`config.mk`:
```
export PLATFORM = sky130hd
export DESIGN_NAME = subscribe_payload_parser
export DESIGN_NICKNAME = d
export VERILOG_FILES = /design/src/design/spp_pkg.sv /design/src/design/subscribe_payload_parser.sv /design/src/design/spp_core.sv
export SDC_FILE = /design/constraint.sdc
export NUM_CORES = 1
export LEC_CHECK = 0
export ABC_AREA = 1
export BUFFER_PORTS_ARGS = -buffer_cell sky130_fd_sc_hd__buf_2
export CORE_MARGIN = 5
export CORE_UTILIZATION = 43
export DETAILED_ROUTE_END_ITERATION = 8
export PLACE_DENSITY_LB_ADDON = 0.2
export SLEW_MARGIN = 0
export SYNTH_ARGS = -nofsm -noshare
export SYNTH_HDL_FRONTEND = slang
export SYNTH_SLANG_ARGS = --single-unit
```
`constraint.sdc`:
```
create_clock -name clock -period 6.6 [get_ports clock]
set_input_delay 0.99 -clock clock [delete_from_list [all_inputs] [get_ports clock]]
set_output_delay 0.99 -clock clock [all_outputs]
set_load 0.005 [all_outputs]
```
`src/design/spp_pkg.sv`:
```
package spp_pkg;

   // Which field the next packet byte belongs to; the codes double as field kinds.
   typedef enum logic [2:0] {
      PH_ID_HI  = 3'd0,
      PH_ID_LO  = 3'd1,
      PH_LEN_HI = 3'd2,
      PH_LEN_LO = 3'd3,
      PH_TOPIC  = 3'd4,
      PH_QOS    = 3'd5
   } phase_type;

   // Error codes reported with the final byte of a packet.
   typedef enum logic [2:0] {
      ERR_OK        = 3'd0,
      ERR_SHORT_ID  = 3'd1,
      ERR_SHORT_LEN = 3'd2,
      ERR_SHORT_TOP = 3'd3,
      ERR_NO_QOS    = 3'd4
   } err_type;

   // One packet byte as it arrives.
   typedef struct packed {
      logic [7:0] data_byte;
      logic       final_byte;
   } req_type;

   // One parse result, one per packet byte.
   typedef struct packed {
      logic [2:0]  field_kind;
      logic [15:0] field_value;
      logic [7:0]  topic_number;
      logic        topic_end;
      logic        packet_done;
      logic [2:0]  error_code;
   } rsp_type;

endpackage

```
`src/design/subscribe_payload_parser.sv`:
```
// Channel  Direction  Ports                               Moves
// req      in         req_valid, req_stall, req_payload   one packet byte per transfer
// rsp      out        rsp_valid, rsp_stall, rsp_payload   one parse result per byte
//
// Every byte gives one result; a byte can be taken in every cycle in which req_stall is low.
// A byte passes through the input register, then the result register, from which its result is offered.
// Reset is synchronous and returns the parser to the packet identifier high byte.
// A stall on rsp holds the result register; req stalls only once both registers are full.
module subscribe_payload_parser (
   input  logic             clock,
   input  logic             reset,
   input  logic             req_valid,
   output logic             req_stall,
   input  spp_pkg::req_type req_payload,
   output logic             rsp_valid,
   input  logic             rsp_stall,
   output spp_pkg::rsp_type rsp_payload
);

   logic             in_valid_ff;
   spp_pkg::req_type in_data_ff;
   logic             out_valid_ff;
   spp_pkg::rsp_type out_data_ff;
   spp_pkg::rsp_type step_rsp;
   logic             out_hold;
   logic             advance;

   // The result register holds while its transfer is stalled.
   assign out_hold  = out_valid_ff & rsp_stall;
   assign advance   = in_valid_ff & ~out_hold;
   assign req_stall = in_valid_ff & out_hold;

   spp_core u_core (
      .clock   (clock),
      .reset   (reset),
      .advance (advance),
      .req     (in_data_ff),
      .rsp     (step_rsp)
   );

   // Input register.
   always_ff @(posedge clock) begin
      if (reset) begin
         in_valid_ff <= 1'b0;
      end else if (!req_stall) begin
         in_valid_ff <= req_valid;
      end
   end

   always_ff @(posedge clock) begin
      if (!req_stall) begin
         in_data_ff <= req_payload;
      end
   end

   // Result register.
   always_ff @(posedge clock) begin
      if (reset) begin
         out_valid_ff <= 1'b0;
      end else if (!out_hold) begin
         out_valid_ff <= in_valid_ff;
      end
   end

   always_ff @(posedge clock) begin
      if (advance) begin
         out_data_ff <= step_rsp;
      end
   end

   assign rsp_valid   = out_valid_ff;
   assign rsp_payload = out_data_ff;

endmodule

```
`src/design/spp_core.sv`:
```
module spp_core (
   input  logic             clock,
   input  logic             reset,
   input  logic             advance,
   input  spp_pkg::req_type req,
   output spp_pkg::rsp_type rsp
);

   spp_pkg::phase_type phase_ff, phase_in;
   logic [7:0]         held_ff, held_in;
   logic [15:0]        remain_ff, remain_in;
   logic [7:0]         count_ff, count_in;

   logic [15:0]        joined;
   logic [15:0]        remain_dec;
   spp_pkg::err_type   err;

   assign joined     = {held_ff, req.data_byte};
   assign remain_dec = remain_ff - 16'd1;

   // Decode the current byte against the parse phase and form the next state.
   always_comb begin
      phase_in         = phase_ff;
      held_in          = held_ff;
      remain_in        = remain_ff;
      count_in         = count_ff;
      err              = spp_pkg::ERR_OK;
      rsp.field_kind   = 3'(phase_ff);
      rsp.field_value  = {8'd0, req.data_byte};
      rsp.topic_number = count_ff;
      rsp.topic_end    = 1'b0;
      unique case (phase_ff)
         spp_pkg::PH_ID_HI: begin
            held_in  = req.data_byte;
            phase_in = spp_pkg::PH_ID_LO;
            err      = spp_pkg::ERR_SHORT_ID;
         end
         spp_pkg::PH_ID_LO: begin
            rsp.field_value = joined;
            phase_in        = spp_pkg::PH_LEN_HI;
         end
         spp_pkg::PH_LEN_HI: begin
            held_in  = req.data_byte;
            phase_in = spp_pkg::PH_LEN_LO;
            err      = spp_pkg::ERR_SHORT_LEN;
         end
         spp_pkg::PH_LEN_LO: begin
            rsp.field_value = joined;
            remain_in       = joined;
            if (joined == 16'd0) begin
               phase_in = spp_pkg::PH_QOS;
               err      = spp_pkg::ERR_NO_QOS;
            end else begin
               phase_in = spp_pkg::PH_TOPIC;
               err      = spp_pkg::ERR_SHORT_TOP;
            end
         end
         spp_pkg::PH_TOPIC: begin
            remain_in = remain_dec;
            if (remain_dec == 16'd0) begin
               rsp.topic_end = 1'b1;
               phase_in      = spp_pkg::PH_QOS;
               err           = spp_pkg::ERR_NO_QOS;
            end else begin
               err = spp_pkg::ERR_SHORT_TOP;
            end
         end
         default: begin
            // The QoS byte closes an entry; the entry count saturates.
            rsp.field_kind = 3'(spp_pkg::PH_QOS);
            if (count_ff != 8'hFF) begin
               count_in = count_ff + 8'd1;
            end
            phase_in = spp_pkg::PH_LEN_HI;
         end
      endcase
      rsp.packet_done = req.final_byte;
      rsp.error_code  = req.final_byte ? 3'(err) : 3'(spp_pkg::ERR_OK);
   end

   // Parse state advances once per transfer; a final byte restarts the packet.
   always_ff @(posedge clock) begin
      if (reset) begin
         phase_ff  <= spp_pkg::PH_ID_HI;
         held_ff   <= 8'd0;
         remain_ff <= 16'd0;
         count_ff  <= 8'd0;
      end else if (advance) begin
         if (req.final_byte) begin
            phase_ff  <= spp_pkg::PH_ID_HI;
            held_ff   <= 8'd0;
            remain_ff <= 16'd0;
            count_ff  <= 8'd0;
         end else begin
            phase_ff  <= phase_in;
            held_ff   <= held_in;
            remain_ff <= remain_in;
            count_ff  <= count_in;
         end
      end
   end

endmodule
```
==> Word-level counts from Yosys, hierarchy flattened <==
Index checks and enable logic that the tools add are counted.
{ "op_classes": {"addsub": 2, "n_eq_ne": 7, "n_mux": 15, "bitwise_logic": 4, "reduce_logical": 13} }
{ "ops": {"columns": ["op", "n"], "rows": [
  ["8-bit 2-to-1 mux", 5],
  ["16-bit logical NOT", 2],
  ["16-bit case mux with 2 select lines", 1],
  ["3-bit case mux with 4 select lines", 2],
  ["16-bit 2-to-1 mux", 1],
  ["16-bit by 1-bit subtractor with 16-bit output, second input constant", 1],
  ["3-bit 2-to-1 mux", 4],
  ["8-bit by 1-bit adder with 8-bit output, second input constant", 1],
  ["8-bit != test, second input constant", 1],
  ["3-bit by 2-bit equality test with 1-bit output, second input constant", 2],
  ["2-bit AND reduction", 3],
  ["5-bit OR reduction", 1],
  ["2-bit nonzero test", 2],
  ["2-bit OR reduction", 2],
  ["1-bit AND", 3],
  ["3-bit by 1-bit equality test with 1-bit output, second input constant", 1],
  ["3-bit equality test, second input constant", 1],
  ["3-bit logical NOT", 1],
  ["3-bit by 2-bit != test with 1-bit output, second input constant", 1],
  ["3-bit AND reduction", 1],
  ["3-bit nonzero test", 1],
  ["1-bit 2-to-1 mux", 2],
  ["2-bit by 1-bit != test with 1-bit output, second input constant", 1],
  ["1-bit inverter", 1]
]} }
{ "totals": {"elab_cells": 56, "register_bits": 78, "out_inout_bits": 34, "inputBits": 13} }

==> Longest topological paths before layout <==
{ "depth": {"depth_word": 5, "depth_mapped": 15} }

==> Cells and area by module <==
Synthesis repeated with hierarchy kept, for this count alone.
{ "unflattened": {"cells_unflattened": 436, "hier_area_um2": 3778.6} }
{ "modules_own_cells": {"columns": ["module", "n_inst", "seq_area_each_um2", "cells_each", "area_per_inst_um2"], "rows": [
  ["spp_core", 1, 700.7, 385, 2463.6],
  ["subscribe_payload_parser", 1, 1271.2, 51, 1315.0]
]} }

==> Worst setup path before layout <==
Ideal clock, no wire load.
{ "synth_path": {"path_type": "input-to-reg", "start": "input port rsp_stall", "end": "register u_core.remain_ff[10]", "arrival_time_ns": 2.692, "setup_ns": 0.070, "slack_ns": 3.837, "path_buffers": 1, "stages": 7, "cell_sequence": "nand2_1 -> nand2_1 -> clkinv_1 -> o21ai_2 -> buf_2 -> nand2_1 -> a21oi_1"} }
{ "synth_via": {"elab_chain_len": 4} }
{ "synth_lines": {"columns": ["element", "line_no", "rtl"], "rows": [
  ["start: declaration", "subscribe_payload_parser.sv:16", "input logic rsp_stall,"],
  ["1-bit AND", "subscribe_payload_parser.sv:29", "assign out_hold = out_valid_ff & rsp_stall;"],
  ["1-bit inverter", "subscribe_payload_parser.sv:30", "assign advance = in_valid_ff & ~out_hold;"],
  ["1-bit AND", "subscribe_payload_parser.sv:30", null],
  ["named net advance", "subscribe_payload_parser.sv:26", "logic advance;"],
  ["2-bit AND reduction (no source line)", null, null],
  ["end signal: assignment", "spp_core.sv:97", "remain_ff <= remain_in;"],
  ["end: declaration", "spp_core.sv:11", "logic [15:0] remain_ff, remain_in;"]
]} }
The timed path passes the listed nets, and every way through them passes these cells.
A chain may end at the register's enable or synchronous reset.

==> Worst setup path after layout <==
{ "layout_path": {"start": "input port rsp_stall", "end": "output port req_stall"} }
{ "layout_via": {"elab_chain_len": 2} }
{ "layout_lines": {"columns": ["element", "line_no", "rtl"], "rows": [
  ["1-bit AND", "subscribe_payload_parser.sv:29", null],
  ["1-bit AND", "subscribe_payload_parser.sv:31", "assign req_stall = in_valid_ff & out_hold;"],
  ["end: declaration", "subscribe_payload_parser.sv:13", "output logic req_stall,"]
]} }
Every way passes these cells.

==> summary.txt <==
Global routing
  – Grt ovf: 0
  – Largest net degree at the start of global routing: 39
  – Vias in the first global route: 2,727
  – Initial antenna violation count: 0
  – Gr usage total: 0.165
  – First-pass GRT wire length: 13.2 mm

Drt
  – DRC: 0
  – Detail Route Antenna Nets: 0
  – Via Count: 2,903
  – Post-Route WL: 8.02 mm
  – Drt pass-1 iters: 5
  – Drt wl/cell: 13.7 µm
  – Vias per Instance: 4.95
  – DR iter-0 viols: 140

Clock network
  – Htree depth: 3
  – Clock transition at path regs: 0.08 ns
  – Number of gates resized after cts: 0
  – Later-pin clock latency in the skew report: 0.35 ns
  – CTS Root Cell: clkbuf_8
  – Setup bufs post-CTS: 0
  – Max clock buf depth: 2
  – CTS tree: done
  – Hold-fix buffers at CTS: 0
  – Sink Count: 78
  – TritonCTS buffer count: 9

Pwr
  – Power Density: 255 nW/µm²
  – Net Sw Power: 0.272 mW
  – P_leak: 1.77 nW
  – Sw Ratio: 0.257
  – Peak VDD IR: 0.119 mV
  – Seq pwr share: 0.513
  – Gate power share: 0.115
  – Internal power: 0.786 mW
  – Clk pwr share: 0.371

Timing
  – Final min period: 2.44 ns
  – Layout Skew: 0.00627 ns
  – Slew @ Worst Pin: 0.692 ns
  – Final Cycle Share: 0.369
  – # setup viols final: 0
  – Fin. max-slew vios: 0
  – RSZ-0062 raised after global routing: false
  – Max_slew headroom: 0.538
  – Fmax: 410 MHz
  – Final Hold Fails: 0
  – Fin Setup TNS: 0 ns

Logic synthesis
  – Main area contributors after synthesis: edfxtp_1, dfxtp_1, nand2_1
  – Ys async rst share: 0
  – Cell Area, Synth: 3620 µm²
  – Post-Syn Nets: 444
  – Largest area contributor in the netlist: edfxtp_1
  – Yosys reg bits: 78
  – Mapped Cells: 428
  – Netlist cell types: 37
  – Synth Warn #: 0
  – Prevailing post-synth register cell: edfxtp_1
  – Top cell type's share of synthesized area: 0.340
  – Seq/Total Area, Yosys: 0.545
  – Avg Inst Size Synth: 8.46 µm²
  – Post-synth EDFFs: 41
  – Synth top cells by count: nand2_1, inv_1, nor2_1
  – Most frequent cell after synthesis: nand2_1

Floorplanning
  – Chip height: 102 µm
  – Die width: 102 µm
  – Starting Density: 0.441
  – Die Area: 10,400 µm²
  – CORE AREA: 8220 µm²
  – Ports: 47
  – Core Rows: 33

Min path
  – Worst Hold Path Cells: 0
  – Hold/Removal Path Class: register to register
  – Worst hold path endpoint: rsp_payload[13]
  – HP Start: in_data_ff[1]

Finish
  – Fin cells: 586
  – Share of cells above drive strength 1: 0.164
  – Ant diodes: 0
  – Fillers: 793
  – Design Area, Final: 4150 µm²
  – Layout area overhead: 14.6%
  – Final net count: 492

Job
  – MaxCap Viol Count: 0

Critical path
  – R2R Setup Slk: 4.35 ns
  – Worst Path Class, Setup: primary input to primary output
  – CP max FO: 3
  – Startpoint Class: primary input
  – Req. time, crit path: 5.61 ns
  – FF-to-FF End: rsp_payload[0]
  – R2R depth: 13
  – Worst endpoint data arrival time: 1.45 ns
  – Crit end category: primary output
  – Crit Reg-Reg Startpoint: u_core.remain_ff[0]

Placed design
  – Port Buffer Count: 46
  – Final Wtd Congestion: 0.827
  – DP HPWL: 5.93 mm
  – Placed cells: 570
  – DP Area: 3930 µm²

Run status
  – Status: finished clean
[logic make-up (layout without fill, tap and decap cells)]
| family | Yosys count | after routing | share of synthesized area |
|---|---|---|---|
| flip-flops | 78 | 78 | 0.545 |
| XOR/XNOR | 2 | 2 | 0.00484 |
| AND/OR/NAND/NOR | 195 | 195 | 0.238 |
| AO/OA/AOI/OAI | 77 | 77 | 0.119 |
| buffers and inverters | 73 | 126 | 0.0826 |
| adder cells (fa/ha/maj) | 3 | 3 | 0.0104 |
[sequential cells by signal (all words and copies together), names as in the netlist]
register	count
in_data_ff	9
u_core.count_ff	8
u_core.phase_ff	3
u_core.remain_ff	16
u_core.held_ff	8
rsp_payload	32
in_valid_ff	1
rsp_valid	1
[final cells by class]
cell class                      count  area (µm²)  share of cell area
Sequential cell                    78        1970               0.476
Multi-Input combinational cell    277        1350               0.325
Inverter                           62         233              0.0561
Tap cell                          105         131              0.0317
Clock inverter                      5        85.1              0.0205
Clock buffer                       11         131              0.0317
Timing Repair Buffer               48         245              0.0591
[stage by stage]
step	setup slack, ns	utilization	hold slack (ns)	power, mW
finish	4.16	0.505	0.457	1.06
global route	4.09	0.505	0.487	1.10
CTS	4.15	0.505	0.458	1.06
detailed placement	4.04	0.478	0.439	0.676
global placement	4.13	0.478	0.435	0.674
floorplan	3.84	-	0.425	0.640
[layer usage]
| metal | vias to the layer above | track usage | part of all wire | routed length [µm] |
|---|---|---|---|---|
| met4 | 0 | 0.0767 | 0.013 | 102 |
| li1 | 1508 | - | - | - |
| met1 | 1310 | 0.225 | 0.48 | 3870 |
| met2 | 79 | 0.254 | 0.44 | 3550 |
| met3 | 6 | 0.0303 | 0.062 | 496 |
| met5 | - | 0 | 0 | 0 |
[cell usage in the layout, fill, tap and decap left out, types with 5 or more instances in the layout]
master / instances
inv_1: 61
nand3_1: 22
nor3_1: 5
a221oi_1: 5
nor2_2: 7
o21ai_0: 14
nand2_1: 87
nand3b_1: 5
dfxtp_1: 37
o21ai_1: 9
a21oi_1: 39
clkbuf_8: 9
buf_2: 46
nand4_1: 5
edfxtp_1: 41
nor2_1: 54
[power groups by stage]
stage          logic, mW  clock network (mW)  registers (mW)
4_1_cts            0.122               0.398           0.544
6_report           0.122               0.393           0.543
5_1_grt            0.138               0.420           0.546
3_5_place_dp       0.122                   0           0.555
2_1_floorplan     0.0870                   0           0.553
3_3_place_gp       0.119                   0           0.554
[worst max path at each step]
stage / cells past startpoint / slack [ns] / endpoint / startpoint
floorplan: 7 / 3.84 / u_core.remain_ff[10] / rsp_stall
global placement: 7 / 4.13 / u_core.held_ff[2] / rsp_stall
detailed placement: 7 / 4.04 / u_core.held_ff[1] / rsp_stall
CTS: 4 / 4.15 / req_stall / rsp_stall
global route: 4 / 4.09 / req_stall / rsp_stall
finish: 4 / 4.16 / req_stall / rsp_stall
[critical path: stages]
cell,delay [ns]
buf_2,0.07
nand2_1,0.08
nor2_1,0.16
buf_2,0.14
Power figures use the tool's default switching activity.
